===== src/sv/tvsf_pkg.sv =====
// tvsf_pkg: shared types and constants for the three value sum finder
// no dependencies; used by tvsf_engine, three_value_sum_finder, tvsf_checker and testbench
package tvsf_pkg;

    // store geometry
    localparam int MAX_ITEMS = 1024;
    localparam int AW        = $clog2(MAX_ITEMS);
    localparam int CW        = $clog2(MAX_ITEMS + 1);
    localparam int VAL_W     = 32;
    localparam int POS_W     = 11;

    // input beat
    typedef struct packed {
        logic [VAL_W-1:0] value;
        logic             last;
    } t_in_item;

    // result beat
    typedef struct packed {
        logic             found;
        logic [POS_W-1:0] first_pos;
        logic [POS_W-1:0] second_pos;
        logic [POS_W-1:0] third_pos;
    } t_result;

    // one store entry: value and arrival position
    typedef struct packed {
        logic [VAL_W-1:0] value;
        logic [AW-1:0]    pos;
    } t_entry;

    localparam int ENTRY_W = $bits(t_entry);

    // memory access request from the engine
    typedef struct packed {
        logic          we;
        logic [AW-1:0] waddr;
        t_entry        wdata;
        logic          re;
        logic [AW-1:0] raddr;
    } t_mem_req;

endpackage


===== src/sv/tvsf_engine.sv =====
// tvsf_engine: load, insertion sort and binary search sequencer over the store
// depends on tvsf_pkg; drives the store through a t_mem_req bundle
module tvsf_engine (
    input  logic               i_clk,
    input  logic               i_rst_n,
    input  logic               start,
    output logic               busy,
    input  tvsf_pkg::t_in_item i_item,
    output logic               o_strobe,
    output tvsf_pkg::t_result  o_result,
    input  logic               i_cfg_valid,
    output logic               o_cfg_ready,
    input  logic [31:0]        i_cfg_data,
    output tvsf_pkg::t_mem_req o_req,
    input  tvsf_pkg::t_entry   i_rdata
);

    localparam int CW = tvsf_pkg::CW;
    localparam int AW = tvsf_pkg::AW;
    localparam int PW = tvsf_pkg::POS_W;

    typedef enum logic [3:0] {
        S_IDLE, S_SORT_NEXT, S_SORT_KEY, S_SORT_PREV, S_SORT_CMP,
        S_I_RD, S_I_DAT, S_J_RD, S_J_DAT, S_PAIR, S_BS, S_BS_DAT,
        S_DN, S_UP_RD, S_UP
    } t_state;

    t_state                r_state;
    logic [31:0]           r_target;
    logic [CW-1:0]         r_count;
    logic [CW-1:0]         r_n;
    logic [CW-1:0]         r_a;
    logic [CW-1:0]         r_b;
    logic [CW-1:0]         r_i;
    logic [CW-1:0]         r_j;
    logic [CW-1:0]         r_lo;
    logic [CW-1:0]         r_hi1;
    logic [CW-1:0]         r_k;
    logic [CW-1:0]         r_mid;
    tvsf_pkg::t_entry      r_key;
    logic [AW-1:0]         r_pi;
    logic [AW-1:0]         r_pj;
    logic [31:0]           r_vi;
    logic [32:0]           r_pair;
    logic [31:0]           r_want;
    logic                  r_strobe;
    tvsf_pkg::t_result     r_result;

    logic          key_gt;
    logic          pos_ok;
    logic          val_eq;
    logic          room;
    logic [CW-1:0] mid;
    logic [CW-1:0] n_count;

    // compare helpers
    assign key_gt = (i_rdata.value > r_key.value) ||
                    ((i_rdata.value == r_key.value) && (i_rdata.pos > r_key.pos));
    assign pos_ok = (i_rdata.pos != r_pi) && (i_rdata.pos != r_pj);
    assign val_eq = (i_rdata.value == r_want);
    assign room   = (r_count < CW'(tvsf_pkg::MAX_ITEMS));
    assign mid    = r_lo + ((r_hi1 - CW'(1) - r_lo) >> 1);
    assign n_count = room ? (r_count + CW'(1)) : r_count;

    assign busy        = (r_state != S_IDLE);
    assign o_cfg_ready = (r_state == S_IDLE);
    assign o_strobe    = r_strobe;
    assign o_result    = r_result;

    // store requests
    always_comb begin
        o_req       = '0;
        o_req.wdata = r_key;
        case (r_state)
            S_IDLE: begin
                if (start && room) begin
                    o_req.we          = 1'b1;
                    o_req.waddr       = r_count[AW-1:0];
                    o_req.wdata.value = i_item.value;
                    o_req.wdata.pos   = r_count[AW-1:0];
                end
            end
            S_SORT_NEXT: begin
                o_req.re    = (r_a < r_n);
                o_req.raddr = r_a[AW-1:0];
            end
            S_SORT_PREV: begin
                if (r_b == '0) begin
                    o_req.we    = 1'b1;
                    o_req.waddr = '0;
                end else begin
                    o_req.re    = 1'b1;
                    o_req.raddr = r_b[AW-1:0] - AW'(1);
                end
            end
            S_SORT_CMP: begin
                o_req.we    = 1'b1;
                o_req.waddr = r_b[AW-1:0];
                o_req.wdata = key_gt ? i_rdata : r_key;
            end
            S_I_RD: begin
                o_req.re    = (r_i < r_n);
                o_req.raddr = r_i[AW-1:0];
            end
            S_J_RD: begin
                o_req.re    = (r_j < r_n);
                o_req.raddr = r_j[AW-1:0];
            end
            S_BS: begin
                o_req.re    = (r_lo < r_hi1);
                o_req.raddr = mid[AW-1:0];
            end
            S_DN: begin
                o_req.re    = val_eq && !pos_ok && (r_k != '0);
                o_req.raddr = r_k[AW-1:0] - AW'(1);
            end
            S_UP_RD: begin
                o_req.re    = (r_k < r_n);
                o_req.raddr = r_k[AW-1:0];
            end
            default: begin
                o_req.re = 1'b0;
            end
        endcase
    end

    // sequencer state and registered outputs
    always_ff @(posedge i_clk) begin
        if (!i_rst_n) begin
            r_state  <= S_IDLE;
            r_target <= '0;
            r_count  <= '0;
            r_strobe <= 1'b0;
        end else begin
            r_strobe <= 1'b0;
            case (r_state)
                S_IDLE: begin
                    if (i_cfg_valid) begin
                        r_target <= i_cfg_data;
                    end
                    if (start) begin
                        if (i_item.last) begin
                            r_n     <= n_count;
                            r_count <= '0;
                            r_a     <= CW'(1);
                            r_state <= S_SORT_NEXT;
                        end else begin
                            r_count <= n_count;
                        end
                    end
                end
                S_SORT_NEXT: begin
                    if (r_a < r_n) begin
                        r_state <= S_SORT_KEY;
                    end else begin
                        r_i     <= '0;
                        r_state <= S_I_RD;
                    end
                end
                S_SORT_KEY: begin
                    r_key   <= i_rdata;
                    r_b     <= r_a;
                    r_state <= S_SORT_PREV;
                end
                S_SORT_PREV: begin
                    if (r_b == '0) begin
                        r_a     <= r_a + CW'(1);
                        r_state <= S_SORT_NEXT;
                    end else begin
                        r_state <= S_SORT_CMP;
                    end
                end
                S_SORT_CMP: begin
                    if (key_gt) begin
                        r_b     <= r_b - CW'(1);
                        r_state <= S_SORT_PREV;
                    end else begin
                        r_a     <= r_a + CW'(1);
                        r_state <= S_SORT_NEXT;
                    end
                end
                S_I_RD: begin
                    if (r_i < r_n) begin
                        r_j     <= r_i + CW'(1);
                        r_state <= S_I_DAT;
                    end else begin
                        r_result <= '0;
                        r_strobe <= 1'b1;
                        r_state  <= S_IDLE;
                    end
                end
                S_I_DAT: begin
                    r_vi    <= i_rdata.value;
                    r_pi    <= i_rdata.pos;
                    r_state <= S_J_RD;
                end
                S_J_RD: begin
                    if (r_j < r_n) begin
                        r_state <= S_J_DAT;
                    end else begin
                        r_i     <= r_i + CW'(1);
                        r_state <= S_I_RD;
                    end
                end
                S_J_DAT: begin
                    r_pj    <= i_rdata.pos;
                    r_pair  <= {1'b0, r_vi} + {1'b0, i_rdata.value};
                    r_state <= S_PAIR;
                end
                S_PAIR: begin
                    if (r_pair > {1'b0, r_target}) begin
                        r_j     <= r_j + CW'(1);
                        r_state <= S_J_RD;
                    end else begin
                        r_want  <= r_target - r_pair[31:0];
                        r_lo    <= '0;
                        r_hi1   <= r_n;
                        r_state <= S_BS;
                    end
                end
                S_BS: begin
                    if (r_lo < r_hi1) begin
                        r_mid   <= mid;
                        r_k     <= mid;
                        r_state <= S_BS_DAT;
                    end else begin
                        r_j     <= r_j + CW'(1);
                        r_state <= S_J_RD;
                    end
                end
                S_BS_DAT: begin
                    if (val_eq) begin
                        r_state <= S_DN;
                    end else if (i_rdata.value < r_want) begin
                        r_lo    <= r_mid + CW'(1);
                        r_state <= S_BS;
                    end else begin
                        r_hi1   <= r_mid;
                        r_state <= S_BS;
                    end
                end
                // downward scan from the probe
                S_DN: begin
                    if (val_eq && pos_ok) begin
                        r_result.found      <= 1'b1;
                        r_result.first_pos  <= PW'({1'b0, r_pi}) + PW'(1);
                        r_result.second_pos <= PW'({1'b0, r_pj}) + PW'(1);
                        r_result.third_pos  <= PW'({1'b0, i_rdata.pos}) + PW'(1);
                        r_strobe            <= 1'b1;
                        r_state             <= S_IDLE;
                    end else if (val_eq && (r_k != '0)) begin
                        r_k <= r_k - CW'(1);
                    end else begin
                        r_k     <= r_mid + CW'(1);
                        r_state <= S_UP_RD;
                    end
                end
                // upward scan above the probe
                S_UP_RD: begin
                    if (r_k < r_n) begin
                        r_state <= S_UP;
                    end else begin
                        r_j     <= r_j + CW'(1);
                        r_state <= S_J_RD;
                    end
                end
                S_UP: begin
                    if (val_eq && pos_ok) begin
                        r_result.found      <= 1'b1;
                        r_result.first_pos  <= PW'({1'b0, r_pi}) + PW'(1);
                        r_result.second_pos <= PW'({1'b0, r_pj}) + PW'(1);
                        r_result.third_pos  <= PW'({1'b0, i_rdata.pos}) + PW'(1);
                        r_strobe            <= 1'b1;
                        r_state             <= S_IDLE;
                    end else if (val_eq) begin
                        r_k     <= r_k + CW'(1);
                        r_state <= S_UP_RD;
                    end else begin
                        r_j     <= r_j + CW'(1);
                        r_state <= S_J_RD;
                    end
                end
                default: begin
                    r_state <= S_IDLE;
                end
            endcase
        end
    end

endmodule


===== config.mk =====
export PLATFORM = sky130hd
export DESIGN_NAME = tvsf_engine
export DESIGN_NICKNAME = d
export VERILOG_FILES = /design/src/sv/tvsf_pkg.sv /design/src/sv/tvsf_engine.sv
export SDC_FILE = /design/constraint.sdc
export NUM_CORES = 1
export LEC_CHECK = 0
export BUFFER_PORTS_ARGS = -buffer_cell sky130_fd_sc_hd__buf_2
export CELL_PAD_IN_SITES_DETAIL_PLACEMENT = 1
export CELL_PAD_IN_SITES_GLOBAL_PLACEMENT = 1
export CORE_MARGIN = 4
export CORE_UTILIZATION = 40
export DETAILED_ROUTE_END_ITERATION = 8
export PLACE_DENSITY = 0.78
export SETUP_SLACK_MARGIN = 0.2
export SLEW_MARGIN = 20
export SYNTH_ARGS = -nofsm -noshare
export SYNTH_HDL_FRONTEND = slang
export SYNTH_SLANG_ARGS = --single-unit

===== constraint.sdc =====
create_clock -name i_clk -period 3.6 [get_ports i_clk]
set_input_delay 0.36 -clock i_clk [delete_from_list [all_inputs] [get_ports i_clk]]
set_output_delay 0.36 -clock i_clk [all_outputs]
set_load 0.03 [all_outputs]

==> key figures <==
GRT
  • Vias in the first global route: 21728
  • GRT Residual Overflow: 0
  • Largest net degree at the start of global routing: 36
  • First-pass GRT wire length: 129000 um
  • Initial antenna violation count: 2
  • GRT Resource Usage Total: about a quarter

Yosys
  • Yosys reg bits: 340
  • Post-synth EDFFs: 292
  • Count of cell types in the netlist: a little under 80
  • FFs w/ async S/R, synth: 0%
  • Largest family of logic cells by synthesized area: compound AO/OA/AOI/OAI gates
  • Register area share after synthesis: 42.0%
  • Xor/xnor share of the synthesized area: 7.00%
  • Syn_area_per_cell: 9.86 sq um
  • Mapped Nets: 2716
  • Simple-Gate Fraction of Synth Area: 13.3%
  • Syn. warnings: 0
  • Ys flop type: edfxtp_1
  • Synth Area in Compound Gates: 17.8%
  • Gate Count Post-Synth: 2350
  • Synth Area in Adders: 13.9%
  • Mapped cell area: 23200 sq um
  • Mux cell area share after synthesis: 0.897%

CTS
  • CTS Buffer Depth: 3
  • CTS H-tree depth: 2
  • Reg clk slew, reported paths: 0.06 ns
  • Sinks on Clock Net: between 300 and 400
  • TritonCTS clock tree: done
  • CTS buffer count: 42
  • Root buffer cell: clkbuf_16
  • Clock latency on the worst-skew pair: 0.58 ns

Place
  • Routability cong.: ~0.95
  • Dpl hpwl: ~64000 um
  • Placed cells: 3365
  • IO buf count: about 210

Finish
  • Final net count: 3081
  • Layout cells sized above 1: roughly 24%
  • Area delta synth->final: 26.9%
  • Most frequent cells in the layout: 292 x edfxtp_1, 233 x ha_1, 194 x inv_1, 180 x nand2_1, 175 x nor2_1
  • Commonest non-fill, non-tap cell in the layout: edfxtp_1
  • Fillers: 6305
  • Non-filler instance count after layout: 3507

Floorplanning
  • Die X: approximately 250 um
  • Starting density of the core: about two fifths
  • Die Area: 61800 sq um
  • Die Ht: about 250 um
  • I/O pins: 212
  • Core Area: 56800 sq um
  • Row count: 87

Timing
  • Slew Limit Fails: 0
  • F_max: roughly 0.23 GHz
  • Fin. Hold Viols: 0
  • Final min period: between 4 and 5 ns
  • Clock Skews: approximately 0.035 ns
  • Final period util: 123%
  • RSZ-0062 raised after global routing: true
  • Worst Tran Pin Value: between 1 and 1.5 ns
  • Setup violators final: 53
  • Rel. slew slack: 31.0%
  • Setup TNS: -16.70 ns
  • Worst setup margin: -0.840 ns

Drt
  • Via Count: approximately 20000
  • Post-route ant nets: 0
  • First-pass iteration count of the detailed router: 5
  • Drt first-iter violations: between 1500 and 2000
  • DRC errors left: 0
  • Via/cell ratio: 5.79
  • Final wirelength: roughly 85000 um
  • WL per Instance: 24.3 um

Critical path
  • WS Path Type: register to output port
  • Setup crit start kind: register
  • CP Max Fanout: 3
  • CP required: roughly 3.2 ns
  • CP endpoint kind: output port
  • Critical Path AT: 4.08 ns

Power and ir drop
  • Power Density: 378 nW/um^2
  • P_leak: around 13 nW
  • Worst vdd ir: 0.316 mV
  • Total power draw: 11.1 mW

Min path
  • Worst hold path type: primary input to register

Outcome
  • Failing checks: setup timing
  • Status: finished with violations

Run
  • Max Cap Viol: 0
## synth_stat cells (all sizes together), types with 9 or more instances
library cell / number / area share [%]
clkbuf: 83 / 1.3
buf: 17 / 0.39
a221oi: 15 / 0.59
xnor2: 102 / 3.9
dfxtp: 48 / 4.1
o21bai: 14 / 0.45
nor4: 14 / 0.50
a211oi: 16 / 0.54
nand2b: 19 / 0.51
and2: 11 / 0.30
nand3: 61 / 1.3
a21boi: 38 / 1.2
a21oi: 126 / 2.8
o21a: 19 / 0.62
nor2b: 37 / 1.0
a21o: 105 / 3.4
a2bb2oi: 10 / 0.38
edfxtp: 292 / 38
nand2: 188 / 3.0
a221o: 14 / 0.60
a31oi: 12 / 0.32
nor3: 34 / 0.76
xor2: 83 / 3.1
inv: 204 / 3.3
and3: 33 / 0.89
nand4: 40 / 1.1
o211ai: 14 / 0.45
mux2: 14 / 0.68
or3: 9 / 0.26
nor2: 189 / 3.1
o21ai: 95 / 2.1
a22oi: 22 / 0.71
a22o: 37 / 1.4
ha: 251 / 14
## metrics by stage
stage                     utilization (%)  setup WS [ns]  area [sq um]  hold slack, ns
final                                51.7         -0.840         29400          0.0360
after global routing                 51.7          -1.00         29400          0.0279
after CTS                            50.7         -0.810         28800         0.00104
after detailed placement             45.9         -0.403         26100           0.491
after global placement               45.9         -0.205         26100           0.478
after floorplan                         -        -0.0407         23200           0.443
## area by class of cell
class | count | area (sq um) | share of cell area [%]
timing repair buffer | 421 | 3320 | 11.3
clock inverter | 11 | 136 | 0.464
multi-input combinational | 1706 | 13200 | 44.9
inverter | 204 | 766 | 2.60
sequential | 340 | 9730 | 33.1
antenna | 2 | 5.00 | 0.0170
tap | 756 | 946 | 3.22
clock buffer | 67 | 1310 | 4.46
## final timing paths
kind                   from            to  slack [ns]  cells past startpoint
max                 r_lo[1]      o_req[8]       -0.84                     18
min          i_cfg_data[15]  r_target[15]        0.04                      3
max reg2reg         r_lo[1]       r_k[10]       -0.39                     20
min reg2reg    r_target[29]  r_target[29]        0.49                      2
## what timing repair did
action / CTS / global route
endpoints found under the setup margin: 88 / 108
setup buffers: 37 / 19
pin swaps: 73 / 74
gates resized for setup: 222 / 94
hold endpoints to repair: 2 / 0
cloned: 4 / 0
hold buffers: 2 / 0
## critical path, cell delays in order, from the launching register on
cell,delay [ns]
edfxtp_1,0.37
inv_2,0.07
buf_4,0.13
fa_2,0.37
a21o_1,0.18
a21oi_2,0.16
o21bai_1,0.12
a21oi_2,0.18
o21bai_1,0.11
a21oi_2,0.19
xnor2_1,0.10
ha_2,0.38
nor2_4,0.06
nor2_4,0.16
o41ai_4,0.13
xor2_2,0.20
inv_1,0.08
a2111o_1,0.37
buf_6,0.15
## metal layers
layer  vias to the layer above  wire, um  global-route usage (%)
met1                     10184     35400                    33.4
met3                       189      4810                    4.33
met5                         -         0                       0
met4                         0      3510                    10.3
met2                       711     41700                    45.0
li1                       9205         -                       -
## flip-flops by register name (all words and copies together) (netlist names), 32 cells and up
signal,flops
r_vi,32
r_want,32
r_target,32
r_key,42
o_result,34
r_pair,33
## power breakdown
part	internal (mW)	total, mW	switching (mW)
combinational	0.931	2.28	1.35
clock	2.66	4.40	1.74
sequential	4.36	4.45	0.0862
## logic make-up after synthesis
family	after synthesis
compound gates	594
mux	19
fa+ha+maj	255
simple gates	653
buf+inv	304
flops	340
xor+xnor	185
Power figures use the tool's default switching activity.
